--- src/sv/part21_record_lexer_unit_defines.svh ---
// ----------------------------------------------------------------------------
// part21 record lexer assertion macros
// Concurrent assertion wrappers; they compile to nothing for synthesis.
// ----------------------------------------------------------------------------
`ifndef PART21_RECORD_LEXER_UNIT_DEFINES_SVH
`define PART21_RECORD_LEXER_UNIT_DEFINES_SVH

`ifndef SYNTHESIS

// same-cycle implication, disabled during reset
`define P21LEX_ASSERT_IMPL(label, clk, rst_n, ante, cons) \
    label: assert property (@(posedge clk) disable iff (!rst_n) (ante) |-> (cons)) \
        else $error("assertion failed");

// next-cycle implication, disabled during reset
`define P21LEX_ASSERT_NEXT(label, clk, rst_n, ante, cons) \
    label: assert property (@(posedge clk) disable iff (!rst_n) (ante) |=> (cons)) \
        else $error("assertion failed");

`else

`define P21LEX_ASSERT_IMPL(label, clk, rst_n, ante, cons)
`define P21LEX_ASSERT_NEXT(label, clk, rst_n, ante, cons)

`endif

`endif

--- src/sv/p21lex_pkg.sv ---
// ----------------------------------------------------------------------------
// p21lex_pkg
// Shared types, codes and constants of the part21 record lexer.
// ----------------------------------------------------------------------------
`default_nettype none

package p21lex_pkg;

    // byte counter width and the width of its limit compare
    localparam int CountBits  = 40;
    localparam int LexedBits  = 40;
    localparam int CmpBits    = (CountBits > LexedBits) ? CountBits : LexedBits;

    // config port shape
    localparam int AddrBits   = 5;
    localparam int DataBits   = 64;

    // result queue shape
    localparam int QDepth     = 4;
    localparam int QPtrBits   = 2;
    localparam int QLevelBits = 3;
    localparam int MaxResults = 3;

    // register defaults
    localparam logic [LexedBits-1:0] DefMaxLexed  = {LexedBits{1'b1}};
    localparam logic [15:0]          DefMaxRecord = 16'hFFFF;
    localparam logic [15:0]          DefMaxString = 16'hFFFF;
    localparam logic [7:0]           DefMaxDepth  = 8'd64;

    // result kinds
    localparam logic [1:0] KindByte   = 2'd0;
    localparam logic [1:0] KindEnd    = 2'd1;
    localparam logic [1:0] KindStatus = 2'd2;

    // status codes
    localparam logic [2:0] StOk        = 3'd0;
    localparam logic [2:0] StEncoding  = 3'd1;
    localparam logic [2:0] StRecord    = 3'd2;
    localparam logic [2:0] StString    = 3'd3;
    localparam logic [2:0] StDepth     = 3'd4;
    localparam logic [2:0] StSource    = 3'd5;
    localparam logic [2:0] StMalformed = 3'd6;

    // characters
    localparam logic [7:0] ChSpace  = 8'h20;
    localparam logic [7:0] ChTab    = 8'h09;
    localparam logic [7:0] ChCr     = 8'h0D;
    localparam logic [7:0] ChSlash  = 8'h2F;
    localparam logic [7:0] ChStar   = 8'h2A;
    localparam logic [7:0] ChLParen = 8'h28;
    localparam logic [7:0] ChRParen = 8'h29;
    localparam logic [7:0] ChSemi   = 8'h3B;
    localparam logic [7:0] ChSquote = 8'h27;
    localparam logic [7:0] ChDquote = 8'h22;

    typedef struct packed {
        logic [LexedBits-1:0] max_lexed;
        logic [15:0]          max_record;
        logic [15:0]          max_string;
        logic [7:0]           max_depth;
    } t_cfg;

    typedef struct packed {
        logic [1:0] kind;
        logic [7:0] out_byte;
        logic [2:0] status;
        logic [8:0] max_depth_seen;
        logic       last;
    } t_result;

    // results of one request, in order; count is 1 to 3
    typedef struct packed {
        logic [1:0] count;
        t_result    r0;
        t_result    r1;
        t_result    r2;
    } t_push;

    typedef struct packed {
        logic [QLevelBits-1:0] level;
        logic                  room;
    } t_rq_stat;

endpackage

`default_nettype wire

--- src/sv/p21lex_cfg.sv ---
// ----------------------------------------------------------------------------
// p21lex_cfg
// Limit registers behind an APB-style port, 64-bit data at 8-byte spacing.
// ----------------------------------------------------------------------------
`default_nettype none

module p21lex_cfg (
    input  wire logic                               i_clk,
    input  wire logic                               i_rst_n,
    input  wire logic                               psel,
    input  wire logic                               penable,
    input  wire logic                               pwrite,
    input  wire logic [p21lex_pkg::AddrBits-1:0]    paddr,
    input  wire logic [p21lex_pkg::DataBits-1:0]    pwdata,
    output logic      [p21lex_pkg::DataBits-1:0]    prdata,
    output logic                                    pready,
    output p21lex_pkg::t_cfg                        o_cfg
);

    localparam logic [1:0] RegMaxLexed  = 2'd0;
    localparam logic [1:0] RegMaxRecord = 2'd1;
    localparam logic [1:0] RegMaxString = 2'd2;
    localparam logic [1:0] RegMaxDepth  = 2'd3;

    logic [p21lex_pkg::LexedBits-1:0] r_max_lexed;
    logic [15:0]                      r_max_record;
    logic [15:0]                      r_max_string;
    logic [7:0]                       r_max_depth;
    logic [1:0]                       w_index;
    logic                             w_write;

    assign w_index = paddr[4:3];
    assign w_write = psel && penable && pwrite;
    assign pready  = 1'b1;

    // register writes
    always_ff @(posedge i_clk) begin
        if (!i_rst_n) begin
            r_max_lexed  <= p21lex_pkg::DefMaxLexed;
            r_max_record <= p21lex_pkg::DefMaxRecord;
            r_max_string <= p21lex_pkg::DefMaxString;
            r_max_depth  <= p21lex_pkg::DefMaxDepth;
        end else if (w_write) begin
            unique case (w_index)
                RegMaxLexed:  r_max_lexed  <= pwdata[p21lex_pkg::LexedBits-1:0];
                RegMaxRecord: r_max_record <= pwdata[15:0];
                RegMaxString: r_max_string <= pwdata[15:0];
                RegMaxDepth:  r_max_depth  <= pwdata[7:0];
                default: ;
            endcase
        end
    end

    // read mux
    always_comb begin
        prdata = '0;
        unique case (w_index)
            RegMaxLexed:  prdata = p21lex_pkg::DataBits'(r_max_lexed);
            RegMaxRecord: prdata = p21lex_pkg::DataBits'(r_max_record);
            RegMaxString: prdata = p21lex_pkg::DataBits'(r_max_string);
            RegMaxDepth:  prdata = p21lex_pkg::DataBits'(r_max_depth);
            default:      prdata = '0;
        endcase
    end

    assign o_cfg.max_lexed  = r_max_lexed;
    assign o_cfg.max_record = r_max_record;
    assign o_cfg.max_string = r_max_string;
    assign o_cfg.max_depth  = r_max_depth;

endmodule

`default_nettype wire

--- src/sv/p21lex_step.sv ---
// ----------------------------------------------------------------------------
// p21lex_step
// Lexer state and the single-pass rule that turns one request into results.
// ----------------------------------------------------------------------------
`default_nettype none

module p21lex_step (
    input  wire logic              i_clk,
    input  wire logic              i_rst_n,
    input  wire logic              i_advance,
    input  wire logic              i_action,
    input  wire logic [7:0]        i_byte,
    input  p21lex_pkg::t_cfg       i_cfg,
    output p21lex_pkg::t_push      o_push,
    output logic [2:0]             o_fail_code
);

    localparam int CntW = p21lex_pkg::CountBits;
    localparam int CmpW = p21lex_pkg::CmpBits;

    logic            r_in_comment, n_in_comment;
    logic            r_slash_held, n_slash_held;
    logic            r_in_string,  n_in_string;
    logic            r_quote_held, n_quote_held;
    logic            r_quote_dbl,  n_quote_dbl;
    logic [8:0]      r_nest,       n_nest;
    logic [8:0]      r_deep,       n_deep;
    logic [16:0]     r_rec_len,    n_rec_len;
    logic [16:0]     r_str_len,    n_str_len;
    logic [CntW-1:0] r_bytes_seen, n_bytes_seen;
    logic [2:0]      r_fail,       n_fail;

    p21lex_pkg::t_result w_pre, w_fin, w_st;
    logic                w_pre_ok, w_fin_ok;

    // per-request rule
    always_comb begin : step_rule
        logic       go;
        logic       main_path;
        logic       pre_req;
        logic [7:0] pre_byte;
        logic       fin_req;
        logic       fin_end;
        logic       fin_str;
        logic [7:0] fin_byte;
        logic [7:0] qch;
        logic       enc_bad;

        n_in_comment = r_in_comment;
        n_slash_held = r_slash_held;
        n_in_string  = r_in_string;
        n_quote_held = r_quote_held;
        n_quote_dbl  = r_quote_dbl;
        n_nest       = r_nest;
        n_deep       = r_deep;
        n_rec_len    = r_rec_len;
        n_str_len    = r_str_len;
        n_bytes_seen = r_bytes_seen;
        n_fail       = r_fail;

        go        = 1'b0;
        main_path = 1'b0;
        pre_req   = 1'b0;
        pre_byte  = '0;
        fin_req   = 1'b0;
        fin_end   = 1'b0;
        fin_str   = 1'b0;
        fin_byte  = '0;
        w_pre_ok  = 1'b0;
        w_fin_ok  = 1'b0;
        w_pre     = '0;
        w_fin     = '0;
        w_st      = '0;

        qch     = r_quote_dbl ? p21lex_pkg::ChDquote : p21lex_pkg::ChSquote;
        enc_bad = ((i_byte < p21lex_pkg::ChSpace) &&
                   !((i_byte >= p21lex_pkg::ChTab) && (i_byte <= p21lex_pkg::ChCr)))
                  || i_byte[7];

        if (r_fail == p21lex_pkg::StOk) begin
            if (i_action) begin
                // end-of-stream check
                if (r_in_string || r_in_comment || r_slash_held || r_quote_held ||
                    (r_nest != '0)) begin
                    n_fail = p21lex_pkg::StMalformed;
                end else if (r_rec_len != '0) begin
                    n_rec_len = '0;
                    n_str_len = '0;
                    fin_end   = 1'b1;
                end
            end else if ((CmpW'(r_bytes_seen) >= CmpW'(i_cfg.max_lexed)) ||
                         (&r_bytes_seen)) begin
                n_fail = p21lex_pkg::StSource;
            end else begin
                n_bytes_seen = r_bytes_seen + CntW'(1);
                if (r_in_comment) begin
                    // comment body, look for star then slash
                    if (r_slash_held && (i_byte == p21lex_pkg::ChSlash)) begin
                        n_in_comment = 1'b0;
                        n_slash_held = 1'b0;
                    end else begin
                        n_slash_held = (i_byte == p21lex_pkg::ChStar);
                    end
                end else begin
                    go = !r_in_string;
                    // string body and pending closing quote
                    if (r_in_string) begin
                        if (r_quote_held) begin
                            if (i_byte == qch) begin
                                n_quote_held = 1'b0;
                                fin_req      = 1'b1;
                                fin_byte     = i_byte;
                                fin_str      = 1'b1;
                            end else begin
                                pre_req      = 1'b1;
                                pre_byte     = qch;
                                n_quote_held = 1'b0;
                                n_in_string  = 1'b0;
                                go           = 1'b1;
                            end
                        end else if (i_byte == qch) begin
                            n_quote_held = 1'b1;
                        end else begin
                            fin_req  = 1'b1;
                            fin_byte = i_byte;
                            fin_str  = 1'b1;
                        end
                    end
                    // slash handling outside strings
                    if (go) begin
                        main_path = 1'b1;
                        if (i_byte == p21lex_pkg::ChSlash) begin
                            if (r_slash_held) begin
                                n_slash_held = 1'b0;
                                pre_req      = 1'b1;
                                pre_byte     = p21lex_pkg::ChSlash;
                            end else begin
                                n_slash_held = 1'b1;
                                main_path    = 1'b0;
                            end
                        end else if (r_slash_held) begin
                            n_slash_held = 1'b0;
                            if (i_byte == p21lex_pkg::ChStar) begin
                                n_in_comment = 1'b1;
                                main_path    = 1'b0;
                            end else begin
                                pre_req  = 1'b1;
                                pre_byte = p21lex_pkg::ChSlash;
                            end
                        end
                    end
                    // first emitted byte: held quote or held slash
                    if (pre_req) begin
                        if (r_rec_len >= {1'b0, i_cfg.max_record}) begin
                            n_fail    = p21lex_pkg::StRecord;
                            main_path = 1'b0;
                        end else begin
                            n_rec_len            = r_rec_len + 17'd1;
                            w_pre_ok             = 1'b1;
                            w_pre.kind           = p21lex_pkg::KindByte;
                            w_pre.out_byte       = pre_byte;
                            w_pre.status         = p21lex_pkg::StOk;
                            w_pre.max_depth_seen = r_deep;
                        end
                    end
                    // the byte itself outside strings
                    if (main_path) begin
                        if (enc_bad) begin
                            n_fail = p21lex_pkg::StEncoding;
                        end else if ((i_byte == p21lex_pkg::ChSquote) ||
                                     (i_byte == p21lex_pkg::ChDquote)) begin
                            n_in_string = 1'b1;
                            n_quote_dbl = (i_byte == p21lex_pkg::ChDquote);
                            n_str_len   = '0;
                            fin_req     = 1'b1;
                            fin_byte    = i_byte;
                        end else if (i_byte == p21lex_pkg::ChLParen) begin
                            if (r_nest != 9'h1FF) begin
                                n_nest = r_nest + 9'd1;
                            end
                            if (n_nest > r_deep) begin
                                n_deep = n_nest;
                            end
                            if (n_nest > {1'b0, i_cfg.max_depth}) begin
                                n_fail = p21lex_pkg::StDepth;
                            end else begin
                                fin_req  = 1'b1;
                                fin_byte = i_byte;
                            end
                        end else if (i_byte == p21lex_pkg::ChRParen) begin
                            if (r_nest != '0) begin
                                n_nest = r_nest - 9'd1;
                            end
                            fin_req  = 1'b1;
                            fin_byte = i_byte;
                        end else if ((i_byte == p21lex_pkg::ChSemi) && (r_nest == '0)) begin
                            n_rec_len = '0;
                            n_str_len = '0;
                            fin_end   = 1'b1;
                        end else begin
                            fin_req  = 1'b1;
                            fin_byte = i_byte;
                        end
                    end
                end
            end
        end

        // last emitted byte, with string length check
        if (fin_req) begin
            if (n_rec_len >= {1'b0, i_cfg.max_record}) begin
                n_fail = p21lex_pkg::StRecord;
            end else begin
                n_rec_len            = n_rec_len + 17'd1;
                w_fin_ok             = 1'b1;
                w_fin.kind           = p21lex_pkg::KindByte;
                w_fin.out_byte       = fin_byte;
                w_fin.status         = p21lex_pkg::StOk;
                w_fin.max_depth_seen = n_deep;
                if (fin_str) begin
                    n_str_len = r_str_len + 17'd1;
                    if (n_str_len > {1'b0, i_cfg.max_string}) begin
                        n_fail = p21lex_pkg::StString;
                    end
                end
            end
        end

        // record end marker
        if (fin_end) begin
            w_fin_ok             = 1'b1;
            w_fin.kind           = p21lex_pkg::KindEnd;
            w_fin.out_byte       = '0;
            w_fin.status         = p21lex_pkg::StOk;
            w_fin.max_depth_seen = n_deep;
        end

        // closing status result
        w_st.kind           = p21lex_pkg::KindStatus;
        w_st.out_byte       = '0;
        w_st.status         = n_fail;
        w_st.max_depth_seen = n_deep;
        w_st.last           = 1'b1;
    end

    // pack results in order
    always_comb begin
        o_push.r0 = w_st;
        o_push.r1 = w_st;
        o_push.r2 = w_st;
        if (w_pre_ok && w_fin_ok) begin
            o_push.count = 2'd3;
            o_push.r0    = w_pre;
            o_push.r1    = w_fin;
        end else if (w_pre_ok) begin
            o_push.count = 2'd2;
            o_push.r0    = w_pre;
        end else if (w_fin_ok) begin
            o_push.count = 2'd2;
            o_push.r0    = w_fin;
        end else begin
            o_push.count = 2'd1;
        end
    end

    // lexer state
    always_ff @(posedge i_clk) begin
        if (!i_rst_n) begin
            r_in_comment <= 1'b0;
            r_slash_held <= 1'b0;
            r_in_string  <= 1'b0;
            r_quote_held <= 1'b0;
            r_quote_dbl  <= 1'b0;
            r_nest       <= '0;
            r_deep       <= '0;
            r_rec_len    <= '0;
            r_str_len    <= '0;
            r_bytes_seen <= '0;
            r_fail       <= p21lex_pkg::StOk;
        end else if (i_advance) begin
            r_in_comment <= n_in_comment;
            r_slash_held <= n_slash_held;
            r_in_string  <= n_in_string;
            r_quote_held <= n_quote_held;
            r_quote_dbl  <= n_quote_dbl;
            r_nest       <= n_nest;
            r_deep       <= n_deep;
            r_rec_len    <= n_rec_len;
            r_str_len    <= n_str_len;
            r_bytes_seen <= n_bytes_seen;
            r_fail       <= n_fail;
        end
    end

    assign o_fail_code = r_fail;

endmodule

`default_nettype wire

--- src/sv/p21lex_rq.sv ---
// ----------------------------------------------------------------------------
// p21lex_rq
// Four-entry result queue: takes up to three results at once, sends one.
// ----------------------------------------------------------------------------
`default_nettype none

module p21lex_rq (
    input  wire logic              i_clk,
    input  wire logic              i_rst_n,
    input  wire logic              i_push_en,
    input  p21lex_pkg::t_push      i_push,
    input  wire logic              i_stall,
    output logic                   o_valid,
    output p21lex_pkg::t_result    o_result,
    output p21lex_pkg::t_rq_stat   o_stat
);

    localparam int PtrW = p21lex_pkg::QPtrBits;
    localparam int LvlW = p21lex_pkg::QLevelBits;

    p21lex_pkg::t_result r_entry [p21lex_pkg::QDepth];
    p21lex_pkg::t_result w_slot  [p21lex_pkg::MaxResults];
    logic [PtrW-1:0]     r_wr_ptr, n_wr_ptr;
    logic [PtrW-1:0]     r_rd_ptr, n_rd_ptr;
    logic [LvlW-1:0]     r_level,  n_level;
    logic [LvlW-1:0]     w_after_pop;
    logic                w_pop;

    assign w_slot[0] = i_push.r0;
    assign w_slot[1] = i_push.r1;
    assign w_slot[2] = i_push.r2;

    assign o_valid     = (r_level != '0);
    assign o_result    = r_entry[r_rd_ptr];
    assign w_pop       = o_valid && !i_stall;
    assign w_after_pop = r_level - LvlW'(w_pop);

    // room for a full set of results after this cycle's pop
    assign o_stat.room  = (w_after_pop <= LvlW'(p21lex_pkg::QDepth - p21lex_pkg::MaxResults));
    assign o_stat.level = r_level;

    // pointer and level update
    always_comb begin
        n_rd_ptr = r_rd_ptr + PtrW'(w_pop);
        n_wr_ptr = r_wr_ptr;
        n_level  = w_after_pop;
        if (i_push_en) begin
            n_wr_ptr = r_wr_ptr + PtrW'(i_push.count);
            n_level  = w_after_pop + LvlW'(i_push.count);
        end
    end

    always_ff @(posedge i_clk) begin
        if (!i_rst_n) begin
            r_wr_ptr <= '0;
            r_rd_ptr <= '0;
            r_level  <= '0;
        end else begin
            r_wr_ptr <= n_wr_ptr;
            r_rd_ptr <= n_rd_ptr;
            r_level  <= n_level;
        end
    end

    // entry writes, consecutive slots from the write pointer
    always_ff @(posedge i_clk) begin
        for (int k = 0; k < p21lex_pkg::MaxResults; k++) begin
            if (i_push_en && (k < int'(i_push.count))) begin
                r_entry[PtrW'(r_wr_ptr + PtrW'(k))] <= w_slot[k];
            end
        end
    end

endmodule

`default_nettype wire

--- src/sv/part21_record_lexer_unit.sv ---
// result path: input register, then the result queue, which offers the results
// throughput: one request per cycle while the queue has room; each request gives 1 to 3
//   results, the output sends one per cycle unless stalled, and the result count sets the pace
// reset: synchronous, active low; clears the lexer state, the failure code and
//   the result queue, and returns the limit registers to their defaults
// ----------------------------------------------------------------------------
// part21_record_lexer_unit
// Clear-text record lexer: input register, single-pass rule, result queue.
// ----------------------------------------------------------------------------
`default_nettype none

`include "part21_record_lexer_unit_defines.svh"

module part21_record_lexer_unit (
    input  wire logic                               i_clk,
    input  wire logic                               i_rst_n,
    input  wire logic                               i_in_valid,
    output logic                                    o_in_stall,
    input  wire logic                               i_action,
    input  wire logic [7:0]                         i_byte_value,
    output logic                                    o_out_valid,
    input  wire logic                               i_out_stall,
    output logic [1:0]                              o_kind,
    output logic [7:0]                              o_out_byte,
    output logic [2:0]                              o_status,
    output logic [8:0]                              o_max_depth_seen,
    output logic                                    o_last,
    input  wire logic                               psel,
    input  wire logic                               penable,
    input  wire logic                               pwrite,
    input  wire logic [p21lex_pkg::AddrBits-1:0]    paddr,
    input  wire logic [p21lex_pkg::DataBits-1:0]    pwdata,
    output logic      [p21lex_pkg::DataBits-1:0]    prdata,
    output logic                                    pready
);

    logic                  r_in_valid;
    logic                  r_in_action;
    logic [7:0]            r_in_byte;
    logic                  w_accept;
    logic                  w_advance;
    logic [2:0]            w_fail_code;
    p21lex_pkg::t_cfg      w_cfg;
    p21lex_pkg::t_push     w_push;
    p21lex_pkg::t_result   w_result;
    p21lex_pkg::t_rq_stat  w_rq_stat;

    // input register handshake
    assign w_advance  = r_in_valid && w_rq_stat.room;
    assign o_in_stall = r_in_valid && !w_rq_stat.room;
    assign w_accept   = i_in_valid && !o_in_stall;

    always_ff @(posedge i_clk) begin
        if (!i_rst_n) begin
            r_in_valid <= 1'b0;
        end else if (w_accept) begin
            r_in_valid <= 1'b1;
        end else if (w_advance) begin
            r_in_valid <= 1'b0;
        end
    end

    always_ff @(posedge i_clk) begin
        if (w_accept) begin
            r_in_action <= i_action;
            r_in_byte   <= i_byte_value;
        end
    end

    // limit registers
    p21lex_cfg u_cfg (
        .i_clk   (i_clk),
        .i_rst_n (i_rst_n),
        .psel    (psel),
        .penable (penable),
        .pwrite  (pwrite),
        .paddr   (paddr),
        .pwdata  (pwdata),
        .prdata  (prdata),
        .pready  (pready),
        .o_cfg   (w_cfg)
    );

    // lexer rule and state
    p21lex_step u_step (
        .i_clk       (i_clk),
        .i_rst_n     (i_rst_n),
        .i_advance   (w_advance),
        .i_action    (r_in_action),
        .i_byte      (r_in_byte),
        .i_cfg       (w_cfg),
        .o_push      (w_push),
        .o_fail_code (w_fail_code)
    );

    // result queue
    p21lex_rq u_rq (
        .i_clk     (i_clk),
        .i_rst_n   (i_rst_n),
        .i_push_en (w_advance),
        .i_push    (w_push),
        .i_stall   (i_out_stall),
        .o_valid   (o_out_valid),
        .o_result  (w_result),
        .o_stat    (w_rq_stat)
    );

    assign o_kind           = w_result.kind;
    assign o_out_byte       = w_result.out_byte;
    assign o_status         = w_result.status;
    assign o_max_depth_seen = w_result.max_depth_seen;
    assign o_last           = w_result.last;

    // checks
    `P21LEX_ASSERT_NEXT(a_advance_gives_result, i_clk, i_rst_n, w_advance, o_out_valid)
    `P21LEX_ASSERT_NEXT(a_fail_sticky, i_clk, i_rst_n, (w_fail_code != p21lex_pkg::StOk), (w_fail_code == $past(w_fail_code)))
    `P21LEX_ASSERT_IMPL(a_stall_only_when_held, i_clk, i_rst_n, o_in_stall, r_in_valid)
    `P21LEX_ASSERT_IMPL(a_queue_bound, i_clk, i_rst_n, 1'b1, (w_rq_stat.level <= 3'(p21lex_pkg::QDepth)))

endmodule

`default_nettype wire

--- config.mk ---
export PLATFORM = sky130hd
export DESIGN_NAME = part21_record_lexer_unit
export DESIGN_NICKNAME = d
export VERILOG_FILES = /design/src/sv/p21lex_pkg.sv /design/src/sv/p21lex_cfg.sv /design/src/sv/p21lex_step.sv /design/src/sv/p21lex_rq.sv /design/src/sv/part21_record_lexer_unit.sv
export VERILOG_INCLUDE_DIRS = /design/src /design/src/sv
export SDC_FILE = /design/constraint.sdc
export NUM_CORES = 1
export LEC_CHECK = 0
export BUFFER_PORTS_ARGS = -buffer_cell sky130_fd_sc_hd__buf_2
export CAP_MARGIN = 15
export CORE_MARGIN = 5
export CORE_UTILIZATION = 52
export CTS_CLUSTER_DIAMETER = 60
export DETAILED_ROUTE_END_ITERATION = 7
export PLACE_DENSITY = 0.71
export SETUP_SLACK_MARGIN = 0.3
export SYNTH_ARGS = -nofsm -noshare
export SYNTH_HDL_FRONTEND = slang
export SYNTH_HIERARCHICAL = 1
export SYNTH_SLANG_ARGS = --single-unit
--- constraint.sdc ---
create_clock -name i_clk -period 9.2 [get_ports i_clk]
set_clock_uncertainty 0.05 [all_clocks]
set_input_delay 1.84 -clock i_clk [delete_from_list [all_inputs] [get_ports i_clk]]
set_output_delay 1.84 -clock i_clk [all_outputs]
set_load 0.05 [all_outputs]
-- Yosys cells after proc, flatten, opt, wreduce, memory -nomap -nowiden
Memories as Yosys holds them, arrays and structs flattened. A register that Yosys moved wholly into a read port is not among the register bits.
Index checks and enable logic that the tools add are counted.
- register bits: 197
- RAM bits: 92
- input port bits: 85
- output and inout bits: 90
- memories kept: 1
- memory list (name ; words ; bits a word ; read ports ; clocked after Yosys merged registers in ; write ports ; RTL line ; source):
    u_rq.r_entry ; 4 ; 23 ; 1 ; 1 ; 3 ; p21lex_rq.sv:21 ; p21lex_pkg::t_result r_entry [p21lex_pkg::QDepth];
- add/subtract/negate cells: 12
- $lt $le $gt $ge: 13
- equal/unequal tests: 12
- mux-type cells: 203
- bitwise logic cells: 5
- reductions and logical operators: 47
- operator list (cell ; count):
    17-bit two-way mux ; 31
    64-bit one-hot mux with 4 select lines ; 1
    9-bit two-way mux ; 21
    8-bit two-way mux ; 23
    22-bit two-way mux ; 7
    1-bit two-way mux ; 94
    8-bit by 6-bit equality test with 1-bit output, second input constant ; 7
    3-bit two-way mux ; 18
    17-bit by 1-bit adder with 17-bit output, second input constant ; 3
    25-bit two-way mux ; 2
    23-bit two-way mux ; 2
    40-bit by 1-bit adder with 40-bit output, second input constant ; 1
    40-bit greater-or-equal comparator ; 1
    20-bit two-way mux ; 2
    40-bit AND reduction ; 1
    17-bit by 16-bit greater-or-equal comparator with 1-bit output ; 2
    17-bit by 16-bit greater-than comparator with 1-bit output ; 1
    17-bit nonzero test ; 1
    1-bit logical AND ; 14
    10-bit AND reduction ; 1
    5-bit AND reduction ; 2
    9-bit by 1-bit adder with 9-bit output, second input constant ; 1
    9-bit by 8-bit greater-than comparator with 1-bit output ; 1
    9-bit greater-than comparator ; 1
    other kinds (31) ; 54

-- Depth between registers and ports, before layout
Gate-level depths: netlist of the first run.
- depth after elaboration: 45
- mapped depth: 33

-- Cells and area by module
Netlist of the first run, hierarchy kept.
- modules (own cells, without submodules) (module ; times used ; cells an instance ; area an instance (sq um)):
    p21lex_step ; 1 ; 1346 ; 9965.8
    p21lex_rq ; 1 ; 391 ; 6183.4
    p21lex_cfg ; 1 ; 433 ; 4161.5
    part21_record_lexer_unit ; 1 ; 14 ; 324.1

-- Least setup slack after synthesis of the first run
OpenSTA, ideal clock, no wires.
- path type: register to register
- start: reg r_in_byte[4]
- end: mem u_rq/r_entry[2][0] (netlist name) (enable)
- library setup time: 0.439 ns
- data arrival time: 7.760 ns
- required time: 8.711 ns
- setup slack: 0.952 ns
- cell stages (with the launch flop): 31
- clock period less this slack: 8.248 ns
- cells stage by stage: edfxtp_1 > nor4b_2 > nand2_1 > nor2_1 > nand2_1 > ha_1 > and2_1 > o31a_2 > a211oi_4 > nand3_4 > clkbuf_1 > o311a_1 > a211oi_1 > inv_1 > ha_1 > a21o_1 > a21oi_1 > nor2b_1 > a2111oi_0 > o211ai_1 > a21oi_1 > o2111a_1 > buf_2 > nor2_1 > clkbuf_1 > ha_1 > inv_1 > buf_4 > o21a_1 > nor2_1 > a211oi_1
- RTL lines (element ; RTL line ; source):
    from (decl) ; part21_record_lexer_unit.sv:39 ; logic [7:0] r_in_byte;
    from (signal assigned) ; part21_record_lexer_unit.sv:66 ; r_in_byte <= i_byte_value;
    to (decl) ; p21lex_rq.sv:21 ;

==> results of run 1 <==
==> kinds of logic after synthesis <==
| logic type | synth area share, % |
|---|---|
| simple gates | 18.7 |
| compound gates | 12.8 |
| buf+inv | 7.60 |
| mux | 17.6 |
| flops | 32.9 |
| fa+ha+maj | 7.62 |
| xor+xnor | 2.59 |
| other cells | 0.0727 |
==> registers in the layout, indices dropped and copies added, names as in the netlist, 8 cells and up <==
signal and flops:
u_cfg/r_max_record 16, u_step/r_bytes_seen 40, u_step/r_nest 9, u_cfg/r_max_string 16, u_step/r_str_len 17, u_rq/r_entry 92
r_in_byte 8, u_step/r_deep 9, u_step/r_rec_len 17, u_cfg/r_max_depth 8, u_cfg/r_max_lexed 40
==> worst max-delay path, cell delays in order, from the launching register on <==
cell and delay (ns):
edfxtp_1 0.44, nor4b_2 0.49, nand2_1 0.23, nor2_1 0.16, nand2_1 0.17, ha_1 0.22, and2_1 0.18, o31a_2 0.45
a211oi_4 0.35, nand2b_1 0.33, o41ai_1 0.12, a31oi_1 0.39, inv_1 0.17, ha_1 0.32, a21o_1 0.18, a21oi_1 0.17
nor2b_1 0.07, a2111oi_1 0.50, o211ai_1 0.16, a21oi_1 0.38, o2111a_1 0.30, nor2_1 0.12, ha_1 0.21, inv_1 0.36
nor4bb_4 0.42, buf_12 0.24, mux2_1 0.35, mux2_1 0.31
==> through the flow <==
step	utilization, %	hold WS, ns	setup slack (ns)
after CTS	57.2	0.440	0.959
after detailed placement	54.2	0.423	0.986
after global routing	57.2	0.466	0.446
final	57.2	0.440	1.10
after floorplan	-	0.395	0.952
after global placement	54.2	0.411	1.11
==> routing by layer <==
| metal | global-route usage, % | routed length, um |
|---|---|---|
| met3 | 4.35 | 3630 |
| met2 | 41.1 | 26600 |
| met1 | 32.5 | 23500 |
| met4 | 7.83 | 1710 |
| met5 | 0 | 7 |
==> cells in the final DEF (no fill, tap or decap), types with 19 or more instances in the layout <==
cell type,count
clkbuf_16,39
nand2b_1,28
ha_1,124
nor3_1,54
dfxtp_1,188
and3_1,30
xor2_1,38
nand4_1,45
buf_4,35
inv_1,161
a21oi_1,88
o211ai_2,25
a31oi_1,19
o21ai_1,23
nor2_1,121
nor2b_1,66
edfxtp_1,101
o21ai_0,49
o21a_1,25
mux2_2,168
buf_2,121
or3_1,20
conb_1,36
mux4_2,31
nand3_1,89
nor4_1,19
xnor2_1,23
nand2_1,148
mux2i_1,65
==> worst min path at each step <==
| stage | from | end | slack [ns] | depth (start not counted) |
|---|---|---|---|---|
| floorplan | u_cfg/r_max_depth[1] | u_cfg/r_max_depth[1] | 0.39 | 2 |
| global placement | u_step/r_deep[5] | u_step/r_deep[5] | 0.41 | 2 |
| detailed placement | u_step/r_deep[5] | u_step/r_deep[5] | 0.42 | 2 |
| CTS | u_step/r_deep[5] | u_step/r_deep[5] | 0.44 | 2 |
| global route | u_step/r_deep[5] | u_step/r_deep[5] | 0.47 | 2 |
| finish | u_step/r_deep[5] | u_step/r_deep[5] | 0.44 | 2 |
==> final cells by class <==
| type | instances | share of cell area, % |
|---|---|---|
| Multi-Input combinational cell | 1604 | 55.0 |
| Sequential cell | 289 | 30.1 |
| Clock buffer | 49 | 4.58 |
| Timing Repair Buffer | 157 | 3.93 |
| Tap cell | 525 | 2.91 |
| Inverter | 165 | 2.74 |
| Clock inverter | 17 | 0.704 |
==> what timing repair did <==
item,in CTS,in global routing
setup buffers,0,2
resized for setup,0,1
setup endpoints to repair,0,46
hold endpoints to repair,0,0
==> Yosys cell counts, types with 20 or more instances <==
cell	number
mux4_2	31
buf_2	24
nor3_1	54
inv_1	162
xnor2_1	23
buf_4	49
and3_1	30
mux2i_1	65
o211ai_2	25
nand3_1	89
clkbuf_1	63
nand2_1	148
edfxtp_1	101
dfxtp_1	188
xor2_1	38
ha_1	124
or3_1	20
o21a_1	25
o21ai_1	23
o21ai_0	49
nand4_1	45
nand2b_1	28
nor2b_1	66
a21oi_1	89
mux2_2	168
nor2_1	123
==> power by group through the flow <==
stage,combinational [mW],clock [mW],sequential (mW)
2_1_floorplan,0.962,0,1.51
3_3_place_gp,1.21,0,1.54
3_5_place_dp,1.24,0,1.54
4_1_cts,1.24,1.46,1.52
5_1_grt,1.32,1.51,1.53
6_report,1.25,1.42,1.52
==> out/results.tsv, run 1 <==
metric	value	unit
p_switching	1.48	mW
nFillCells	3433	
hpwl	39.6	mm
synth_seq_cells	289	
status	complete, no violations	
start_kind	register	
antenna_found_initial	1	
multi_input_area	0.0124	mm2
cellPowerDensity	185	mW/mm2
tightest_slew	1.16	ns
syn_area_per_cell	9.45	um2
period_minus_slack	8.10	ns
grt_pass1_vias	16800	
yosysTopAreaCell	dfxtp_1	
synth-seq-area-share	32.9	%
fmax	0.123	GHz
path_class	register to register	
place_inst	2738	
clockBufferDepth	3	
ios	175	
clk-insertion-delay-late	0.55	ns
ys_types	101	
synthFlopType	dfxtp_1	
drcViolationCount	0	
numCtsBuffers	37	
nNetsFinal	2464	
cts_root_buf	clkbuf_16	
num_rows	73	
dieWidth	209	um
r2r_end	u_rq/r_entry[1][15]	
max-slew-margin-rel	22.7	%
synth_edf_count	101	
p_sw_share	35.3	%
ant_nets	0	
stdcell_count	2806	
sequentialPowerShare	36.2	%
p_comb_share	29.7	%
postLayoutCellArea	0.0226	mm2
viasPerCell	6.02	
ir_worst_vdd	0.000163	V
synth-async-reset-ratio	0	%
io_buffers	122	
h-tree-depth	2	
startpoint	r_in_byte[4]	
synth_area_leaders	dfxtp_1 18%, edfxtp_1 15%, mux2_2 9.2%	
cts_tree	yes	
critical_path_required	9.43	ns
finalPower	4.19	mW
clock_sinks	289	
cp-end-kind	register	
clock_power_share	34.0	%
grt_usage	24.6	%
seqCellArea	0.00680	mm2
dpl-instance-area	0.0214	mm2
drive_gt1_share	23.1	%
syn_area	0.0206	mm2
yosysWarnings	6	
wire_per_inst	19.8	um
hold_viol	0	
post-route-period-util	88.1	%
die_h	209	um
reg2reg_depth	27	
initial_core_util	52.3	%
num_vias	16900	
hold_class	register to register	
synth_top_area_share	18.2	%
gp_congestion	0.916	
slew_viol_final	0	
critPathMaxFanout	23	
rsz0062_at_grt	false	
rrSetupSlack	1.10	ns
grt_max_degree	85	
cts-hold-fix-buffers	0	
area_growth	9.44	%
core	0.0395	mm2
setup_violations	0	
wl	55.5	mm
static-leakage-power	10.3	nW
drv_cap	0	
crit_path_end	u_rq/r_entry[1][15]	
grt_pass1_wl	88.8	mm
cp.arrival	8.34	ns
drtIter0Drc	1258	
synth_cells	2184	
die_area	0.0438	mm2
overflow	0	
num_antenna_cells	0	
detail_route.first_pass.iterations	6	
reg2reg_from	r_in_byte[4]	
fin_setup_tns	0	ns
p_int	2.71	mW
clk_pin_slew	0.06	ns
Power figures use the tool's default switching activity.
==> run 2, diff against run 1 <==
- CELL_PAD_IN_SITES_DETAIL_PLACEMENT: unset -> 0
- CELL_PAD_IN_SITES_GLOBAL_PLACEMENT: unset -> 1
- CORE_UTILIZATION: 52 -> 48
- PLACE_DENSITY: 0.71 -> 0.82
==> run 2 against run 1 <==
  * Combinational power about the same
  * Die area increased by 7.9%
  * Cell count increased by 0.53%
  * Hold slack improved by 0.0030 ns
  * Critical path type unchanged
==> out/results.tsv, run 2 (synthesis gave the netlist of run 1 again) <==
metric	value	unit	change
startpoint	r_in_byte[4]		
slew_viol_final	0		unchanged
post-route-period-util	89.6	%	+1.5 points
rsz0062_at_grt	false		
reg2reg_depth	27		unchanged
num_antenna_cells	0		unchanged
gp_congestion	0.874		-4.6%
cts_root_buf	clkbuf_16		
cpMostUsedCell	ha_1		
wl	57.1	mm	+2.9%
detail_route.first_pass.iterations	8		+2
wire_per_inst	20.2	um	+2.4%
period_minus_slack	8.24	ns	+0.139 ns
clockBufferDepth	3		unchanged
drtIter0Drc	1238		-1.6%
cts_setup_buffers	0		unchanged
ant_nets	0		unchanged
core	0.0428	mm2	+8.4%
num_vias	16600		-1.6%
layout_commonest_cell	dfxtp_1		
dpl-instance-area	0.0214	mm2	about the same
initial_core_util	48.2	%	-4.1 points
crit_family	compound AO/OA/AOI/OAI gates		
final_cell_mix	188 x dfxtp_1, 168 x mux2_2, 160 x inv_1		
r2r_end	u_rq/r_entry[1][15]		
overflow	0		unchanged
grt_max_degree	57		-33%
rrSetupSlack	0.96	ns	-0.14 ns
setup_violations	0		unchanged
grt_pass1_vias	16400		-2.1%
grt_usage	23.5	%	-1.1 points
reg2reg_from	r_in_byte[4]		
critical_path_required	9.43	ns	about the same
drive_gt1_share	22.9	%	-0.16 points
cts_tree	yes		
viasPerCell	5.89		-2.1%
fin_setup_tns	0	ns	unchanged
ios	175		unchanged
path_class	register to register		
clock_sinks	289		unchanged
hold_viol	0		unchanged
slowest_delay	0.52	ns	+0.02 ns
whs	0.443	ns	+0.00305 ns
status	complete, no violations		
cp.arrival	8.47	ns	+0.13 ns
fin_ws	0.957	ns	-0.139 ns
max-slew-margin-rel	22.5	%	-0.22 points
nFillCells	3900		+14%
fmax	0.121	GHz	-1.7%
numCtsBuffers	36		-2.7%
h-tree-depth	2		unchanged
hpwl	40.5	mm	+2.3%
die_h	217	um	+3.9%
path_buf_inv	3		unchanged
critPathMaxFanout	23		unchanged
path_depth	27		unchanged
static-leakage-power	10.3	nW	-0.52%
clk_pin_slew	0.06	ns	about the same
use_met3	2.87	%	-1.5 points
nNetsFinal	2461		-0.12%
num_rows	76		+4.1%
grt_pass1_wl	90.3	mm	+1.6%
cp-end-kind	register		
die_area	0.0472	mm2	+7.9%
multi_input_area	0.0125	mm2	+0.39%
grt.met2_usage	39.6	%	-1.6 points
start_kind	register		
hold_class	register to register		
crit_path_end	u_rq/r_entry[1][15]		
postLayoutCellArea	0.0225	mm2	-0.21%
io_buffers	122		unchanged
tightest_slew	1.16	ns	+0.000903 ns
cellPowerDensity	183	mW/mm2	-1.3%
grt_busiest_layer	met2		
largest_register	u_rq/r_entry		
seqCellArea	0.00680	mm2	unchanged
reg_top3	u_rq/r_entry x92, u_cfg/r_max_lexed x40, u_step/r_bytes_seen x40		
antenna_found_initial	0		-1
dieWidth	217	um	+3.9%
area_growth	9.20	%	
drcViolationCount	0		unchanged
finalPower	4.13	mW	-1.5%
drv_cap	0		unchanged
ir_worst_vdd	0.000177	V	+8.6%
preCtsSetupSlack	0.714	ns	-0.272 ns
largest_reg_flops	92		unchanged
clk-insertion-delay-late	0.54	ns	about the same
gr-usage-met1	32.1	%	-0.38 points
cpMaxStageDelayCell	a211oi_4		
==> run 2: layout make-up <==
| cell class | instances | share of cell area [%] |
|---|---|---|
| Clock buffer | 49 | 4.44 |
| Clock inverter | 13 | 0.422 |
| Inverter | 165 | 2.77 |
| Multi-Input combinational cell | 1606 | 55.4 |
| Sequential cell | 289 | 30.2 |
| Tap cell | 546 | 3.03 |
| Timing Repair Buffer | 153 | 3.81 |
==> run 2: through the flow <==
step                std cells  util (%)
global placement         2757      50.0
floorplan                2216         -
CTS                      2819      52.5
detailed placement       2757      50.0
finish                   2821      52.7
global route             2821      52.7
==> run 2: worst min-delay path by stage <==
| stage | start | slack [ns] | depth (start not counted) | endpoint |
|---|---|---|---|---|
| floorplan | u_cfg/r_max_depth[1] | 0.39 | 2 | u_cfg/r_max_depth[1] |
| global placement | u_step/r_deep[5] | 0.42 | 2 | u_step/r_deep[5] |
| detailed placement | u_step/r_deep[4] | 0.44 | 2 | u_step/r_deep[4] |
| CTS | u_step/r_deep[4] | 0.45 | 2 | u_step/r_deep[4] |
| global route | u_cfg/r_max_depth[1] | 0.47 | 2 | u_cfg/r_max_depth[1] |
| finish | u_step/r_deep[4] | 0.44 | 2 | u_step/r_deep[4] |
==> run 2: routing by layer <==
layer / vias to the layer above / share of wire (%)
met4: 0 / 2.2
met5: - / 0
met3: 83 / 5.5
li1: 7984 / -
met1: 8068 / 44
met2: 475 / 48
==> run 2: where the power goes <==
part	switching [mW]	leakage (nW)	internal, mW
logic	0.851	7.28	0.409
registers	0.0752	2.46	1.45
clock network	0.552	0.535	0.788
total	1.48	10.3	2.65
==> run 2: what timing repair did <==
action,in CTS,in global routing
hold buffers,0,0
setup endpoints to repair,0,92
gates resized for setup,0,5
==> run 2: worst register-to-register path: cells and delay by family (launching register included) <==
| kind | cells | cell delay (ns) |
|---|---|---|
| compound gates | 10 | 3.18 |
| simple gates | 9 | 2.12 |
| mux | 2 | 0.68 |
| fa+ha+maj | 3 | 0.72 |
| buf+inv | 3 | 0.78 |
| flops | 1 | 0.44 |
